<file path="src/hw/rtl/hbp_pkg.sv">
// Shared types and constants for the Huffman bit packer.
package hbp_pkg;

  localparam int OP_W      = 2;
  localparam int SYM_W     = 8;
  localparam int LEN_W     = 6;
  localparam int CODE_W    = 32;
  localparam int ENTRY_W   = LEN_W + CODE_W;
  localparam int PEND_W    = 7;
  localparam int CNT_W     = 3;
  localparam int ACC_W     = PEND_W + CODE_W;
  localparam int TOTAL_W   = 6;
  localparam int BYTE_W    = 8;

  localparam logic [OP_W-1:0] OP_LOAD   = 2'd0;
  localparam logic [OP_W-1:0] OP_ENCODE = 2'd1;
  localparam logic [OP_W-1:0] OP_FLUSH  = 2'd2;

  typedef enum logic [1:0] {
    ST_IDLE,
    ST_COMBINE,
    ST_EMIT
  } state_t;

  typedef struct packed {
    logic tbl_wr;
    logic tbl_rd;
    logic combine;
    logic flush_load;
    logic step;
    logic finish;
  } cmd_t;

  typedef struct packed {
    logic sym_ok;
    logic has_byte;
  } status_t;

endpackage

</file>
<file path="src/hw/rtl/hbp_ctrl.sv">
// Controller state machine sequencing table access, bit merging and byte output.
module hbp_ctrl (
  input  logic                      clk,
  input  logic                      rst_n,
  input  logic                      in_valid,
  input  logic [hbp_pkg::OP_W-1:0]  in_op,
  output logic                      in_ready,
  output logic                      out_valid,
  input  logic                      out_ready,
  input  hbp_pkg::status_t          status,
  output hbp_pkg::cmd_t             cmd
);
  import hbp_pkg::*;

  state_t state_r, state_nxt;
  logic   in_acc;

  assign in_ready = (state_r == ST_IDLE);
  assign in_acc   = in_valid && in_ready;

  always_ff @(posedge clk) begin
    if (!rst_n) begin
      state_r <= ST_IDLE;
    end else begin
      state_r <= state_nxt;
    end
  end

  always_comb begin
    state_nxt = state_r;
    case (state_r)
      ST_IDLE: begin
        if (in_acc) begin
          if (in_op == OP_ENCODE && status.sym_ok) begin
            state_nxt = ST_COMBINE;
          end else if (in_op == OP_FLUSH) begin
            state_nxt = ST_EMIT;
          end
        end
      end
      ST_COMBINE: begin
        state_nxt = ST_EMIT;
      end
      ST_EMIT: begin
        if (!status.has_byte) begin
          state_nxt = ST_IDLE;
        end
      end
      default: begin
        state_nxt = ST_IDLE;
      end
    endcase
  end

  always_comb begin
    cmd       = '0;
    out_valid = 1'b0;
    case (state_r)
      ST_IDLE: begin
        cmd.tbl_wr     = in_acc && (in_op == OP_LOAD) && status.sym_ok;
        cmd.tbl_rd     = in_acc && (in_op == OP_ENCODE) && status.sym_ok;
        cmd.flush_load = in_acc && (in_op == OP_FLUSH);
      end
      ST_COMBINE: begin
        cmd.combine = 1'b1;
      end
      ST_EMIT: begin
        out_valid  = status.has_byte;
        cmd.step   = status.has_byte && out_ready;
        cmd.finish = !status.has_byte;
      end
      default: begin
        cmd = '0;
      end
    endcase
  end

endmodule

</file>
<file path="config.mk">
export PLATFORM = sky130hd
export DESIGN_NAME = hbp_ctrl
export DESIGN_NICKNAME = d
export VERILOG_FILES = /design/src/hw/rtl/hbp_pkg.sv /design/src/hw/rtl/hbp_ctrl.sv
export SDC_FILE = /design/constraint.sdc
export NUM_CORES = 1
export LEC_CHECK = 0
export BUFFER_PORTS_ARGS = -buffer_cell sky130_fd_sc_hd__buf_2
export CAP_MARGIN = 10
export CORE_AREA = 2 2 39 41
export DETAILED_ROUTE_END_ITERATION = 8
export DIE_AREA = 0 0 41 43
export REMOVE_ABC_BUFFERS = 1
export SLEW_MARGIN = 5
export SYNTH_ARGS = -nofsm -noshare
export SYNTH_HDL_FRONTEND = slang
export SYNTH_SLANG_ARGS = --single-unit
</file>
<file path="constraint.sdc">
create_clock -name clk -period 1.3 [get_ports clk]
set_input_delay 0.13 -clock clk [delete_from_list [all_inputs] [get_ports clk]]
set_output_delay 0.13 -clock clk [all_outputs]
set_load 0.02 [all_outputs]
</file>
==> results of run 1 <==
## placed cells by master, fill, tap and decap left out
| cell type | synthesis | final |
|---|---|---|
| nor2_4 | 0 | 1 |
| a21oi_1 | 1 | 1 |
| and2b_2 | 2 | 2 |
| buf_4 | 0 | 2 |
| or3b_1 | 1 | 1 |
| buf_2 | 0 | 14 |
| nor4b_2 | 0 | 1 |
| nor2_1 | 2 | 1 |
| nor3b_1 | 2 | 2 |
| nand2_2 | 0 | 1 |
| and2_1 | 2 | 2 |
| and3b_1 | 2 | 2 |
| dfxtp_4 | 0 | 1 |
| dfxtp_2 | 0 | 1 |
| clkbuf_4 | 0 | 3 |
| o41ai_1 | 1 | 1 |
| and3_2 | 1 | 1 |
## stage by stage
| step | TNS (ns) | hold WS (ns) | std cells | setup WS (ns) | power, mW |
|---|---|---|---|---|---|
| final | 0 | 0.1366 | 53 | 0.03774 | 0.2641 |
| after global routing | -0.02960 | 0.1550 | 53 | -0.02907 | 0.2853 |
| after CTS | 0 | 0.1227 | 53 | 0.01244 | 0.2764 |
| after detailed placement | 0 | 0.3634 | 50 | 0.1927 | 0.1220 |
| after global placement | 0 | 0.3626 | 50 | 0.1920 | 0.1216 |
| after floorplan | -0.5383 | 0.2517 | 18 | -0.3747 | 0.09585 |
## cell usage after synthesis
cell     n
nor4b_1  1
a21oi_1  1
or3b_1   1
nor3b_1  2
nor2_1   2
and2_1   2
o41ai_1  1
dfxtp_1  2
and3_2   1
and3b_1  2
nand2_1  1
and2b_2  2
## worst paths after layout
path              startpoint          to  slack [ns]
setup / recovery  state_r[0]      cmd[5]        0.04
hold / removal         rst_n  state_r[0]        0.14
setup reg to reg  state_r[0]  state_r[0]        0.30
hold reg to reg   state_r[1]  state_r[1]        0.56
## power by group
group	total [mW]	switching, mW	internal, mW	leakage (nW)
clock	0.138	0.0364	0.102	0.0138
sequential	0.0676	0.00399	0.0636	0.0175
combinational	0.0582	0.0290	0.0292	0.128
total	0.264	0.0694	0.195	0.160
## cell type report
type	count	area, sq um	share of cell area, %
clock buffers	3	22.52	7.469
multi-input cells	16	128.9	42.74
flip-flops and latches	2	45.04	14.94
well taps	16	20.02	6.639
repair buffers	16	85.08	28.22
## repair_timing
item                       CTS  global route
setup endpoints to repair    2             3
hold endpoints to repair     0             0
pin swaps                    2             1
gates resized for setup      7             1
## cells by family (layout without fill, tap and decap cells)
kind of cell / after synthesis / count (layout) / share of synthesized area [%]
flops: 2 / 2 / 26.23
compound gates: 2 / 2 / 9.014
buf+inv: 0 / 19 / 0
simple gates: 14 / 14 / 64.76
## metal layers
layer	routed length (um)	up-vias
met5	0	-
met4	0	0
met3	57	0
met2	221	14
met1	187	87
li1	-	104
## critical path, cell delays in order, from the launching register on
cell,delay (ns)
dfxtp_2,0.34
nor2_4,0.11
nand2_2,0.06
nor4b_2,0.20
buf_2,0.20
==> results.cfg, run 1 <==
[outcome]
status = finished clean

[worst_setup_path]
startpoint_type = flop
required_ns = 1.17
cp-end-kind = output pin
r2r_cells = 4
criticalPathCategory = flop to output pin
critPathArrivalTime_ns = 1.13
critPathMaxFanout = 5

[layout]
finalNetCount = 47
antenna_cells = 0
largestRegisters = state_r (2)
final_util_pct = 21.79
fill_cells = 158
largest_reg_flops = 2
drive_gt1_share_pct = 72.97
synthToLayoutAreaGrowth_pct = 97.54
fin_area_sq_um = 301.5
top_register = state_r

[grt]
grt_overflow = 0
grt_pass1_wl_um = 676
antenna_found_initial = 0
track_usage_pct = 6.513
grt_start_max_net_pins = 7
grt_pass1_vias = 196
busiest_layer = met4
grtUsageMet2_pct = 7.813
grtUsageMet3_pct = 0
grt_use_met1_pct = 7.029

[synthesis]
syn_inst = 18
ys_seq_elements = 2
synth_top_area_share_pct = 26.23
syn_area_sq_um = 152.6
ys_seq_area_share_pct = 26.23
avgSynthCellArea_sq_um = 8.480
yosys.area.top_type = dfxtp_1
synth.distinct_cells = 12
yosysWarningCount = 0
synth_area_leaders = dfxtp_1 (26%), and2b_2 (11%), and3b_1 (11%)

[clocking]
path_clk_slew_ns = 0.03
post_cts_buffers = 0
htreeDepth = 1
cts_tree = yes
clkLatencyLatePin_ns = 0.22
ctsHoldBuffers = 0
clock_sinks = 2
cts-root-buf = clkbuf_4
cts.path.max_buffers = 2
cts_inserted_buffers = 3

[timing]
relSlewSlack_pct = 81.06
slew_viol_final = 0
tightest_slew_ns = 0.2804
setup_viol = 0
finalClockSkew_ns = 0.001992
hold_violations = 0
fin_crit_ns = 1.262
fin_crit_sh_pct = 97.10
rsz0062_at_grt = true
fmax_ghz = 0.7922

[floorplanning]
initial_utilization_pct = 11.03
coreArea_sq_mm = 0.001384
die_y_um = 43
die_area_sq_mm = 0.001763
boundaryPins = 16
die_w_um = 41
rows = 14

[min_path]
hold_class = input pin to flop
hold_depth = 2

[job]
drv_cap = 0

[power]
ir_worst_vdd_v = 0.0002352
p_leak_nw = 0.1597
p_per_area_mw_per_mm2 = 875.9

[detailed_routing]
vias_per_cell = 3.868
num_vias = 205
firstDrtPassIters = 1
wirelength_um = 467
antenna_left = 0
drt-initial-drc-count = 0
post_drt_wl_per_cell_um = 8.811
drc = 0

[placed_design]
io_buffers = 15
hpwl_um = 353.9
post_dp_cell_area_sq_um = 255.2
place_congestion = 0.6088
Note: power is estimated with default switching activity, not from simulation.
==> inputs of run 2 (changes only) <==
Clock period 1.3 ns to 1.5 ns, I/O delays scaled along.
==> run 2 against run 1 <==
Clock power down 14%. Total power fell by 16%. Clock-buffer cell count is the same. Critical path depth unchanged. Design area down 9.5%. First-iteration DRC count increased by 1. Largest cell class unchanged. Highest routed layer unchanged.
==> results.cfg, run 2 (synthesis results as in run 1) <==
[outcome]
status = finished clean

[power]
p_comb_share_pct = 20.1
sequentialPowerShare_pct = 26.4
p_int_mw = 0.1651
p_per_area_mw_per_mm2 = 810.7
clkPwrFrac_pct = 53.5
ir_worst_vdd_v = 0.0001746
p_sw_mw = 0.05602
p_leak_nw = 0.1508
p_sw_share_pct = 25.33

[placed_design]
io_buffers = 15
post_dp_cell_area_sq_um = 247.7
place_congestion = 0.6250

[grt]
grt_pass1_vias = 177
antenna_found_initial = 0
grt_pass1_wl_um = 648
grt_overflow = 0
grt_start_max_net_pins = 7
track_usage_pct = 5.906

[worst_setup_path]
rr_startpoint = state_r[1]
critPathMaxFanout = 5
criticalPathCategory = flop to output pin
cp-end-kind = output pin
max_stage_delay_ns = 0.34
worstReg2RegEnd = state_r[1]
ff2ff_setup_slack_ns = 0.55
startpoint_type = flop
required_ns = 1.35
critical_path.slowest_cell = dfxtp_1
critPathArrivalTime_ns = 1.21
r2r_cells = 3
worstPathCellList = nor2_2 -> nand2_1 -> nor4b_1 -> buf_2

[layout]
drive_gt1_share_pct = 61.11
final_common_cell = buf_2
largestRegisters = state_r (2)
finalNetCount = 46
layout_common_cells = buf_2 (15), clkbuf_4 (3)
fill_cells = 159
fin_area_sq_um = 272.8
antenna_cells = 0
top_register = state_r
synthToLayoutAreaGrowth_pct = 78.69
largest_reg_flops = 2

[clocking]
cts_tree = yes
cts_inserted_buffers = 3
clock_sinks = 2
cts_resized = 0
ctsHoldBuffers = 0
post_cts_buffers = 0
path_clk_slew_ns = 0.03
clkLatencyLatePin_ns = 0.22
cts-root-buf = clkbuf_4
cts.path.max_buffers = 2
htreeDepth = 1

[min_path]
min_to = state_r[0]
hold_class = input pin to flop
hold_path_startpoint = rst_n
hold_depth = 2

[timing]
finalClockSkew_ns = 0.001410
fin_crit_ns = 1.360
hold_ws_ns = 0.1530
rsz0062_at_grt = false
tightest_slew_ns = 0.3066
setup_viol = 0
fin_crit_sh_pct = 90.67
slew_viol_final = 0
relSlewSlack_pct = 79.29
fmax_ghz = 0.7353
hold_violations = 0

[floorplanning]
die_area_sq_mm = 0.001763
rows = 14
initial_utilization_pct = 11.03
boundaryPins = 16
die_y_um = 43
coreArea_sq_mm = 0.001384
die_w_um = 41

[detailed_routing]
drc = 0
num_vias = 191
drt-initial-drc-count = 1
vias_per_cell = 3.673
antenna_left = 0
firstDrtPassIters = 2
post_drt_wl_per_cell_um = 7.962
wirelength_um = 414

[job]
drv_cap = 0
-- run 2: metrics by stage --
| stage | instances | power [mW] | TNS, ns | util [%] | setup slack [ns] |
|---|---|---|---|---|---|
| 6_report | 52 | 0.2211 | 0 | 19.71 | 0.1400 |
| 5_1_grt | 52 | 0.2447 | 0 | 19.71 | 0.01327 |
| 4_1_cts | 52 | 0.2298 | 0 | 19.53 | 0.07433 |
| 3_5_place_dp | 49 | 0.1032 | 0 | 17.90 | 0.3318 |
| 3_3_place_gp | 49 | 0.1026 | 0 | 17.90 | 0.3204 |
| 2_1_floorplan | 18 | 0.08307 | -0.1947 | - | -0.1947 |
-- run 2: area by class of cell --
cell class / instances / area [sq um] / share of cell area [%]
well taps: 16 / 20.02 / 7.339
clock buffers: 3 / 22.52 / 8.257
repair buffers: 15 / 75.07 / 27.52
multi-input cells: 16 / 115.1 / 42.20
flip-flops and latches: 2 / 40.04 / 14.68
-- run 2: worst max-delay path: cells and delay by family, from the launching register on --
| family | cells | cell delay [ns] |
|---|---|---|
| DFF | 1 | 0.34 |
| buffers and inverters | 1 | 0.21 |
| and+or+nand+nor | 3 | 0.44 |
-- run 2: power by group through the flow --
stage / combinational [mW] / sequential [mW] / clock, mW
floorplan: 0.0251 / 0.0580 / 0
global placement: 0.0440 / 0.0586 / 0
detailed placement: 0.0444 / 0.0588 / 0
CTS: 0.0446 / 0.0581 / 0.127
global route: 0.0495 / 0.0587 / 0.136
finish: 0.0445 / 0.0584 / 0.118
-- run 2: metal layers --
layer,GRT usage [%],vias to the layer above,wire length [um]
met4,8.000,0,0
met5,0,-,0
met3,1.571,0,53
met1,7.325,74,194
met2,6.563,14,167
li1,-,103,-
-- run 2: worst max path at each step --
stage                     depth (start not counted)     end  slack (ns)       start
after floorplan                                   3  cmd[5]       -0.19  state_r[0]
after global placement                            4  cmd[5]        0.32  state_r[0]
after detailed placement                          4  cmd[5]        0.33  state_r[0]
after CTS                                         4  cmd[5]        0.07  state_r[0]
after global routing                              4  cmd[5]        0.01  state_r[0]
final                                             4  cmd[5]        0.14  state_r[0]
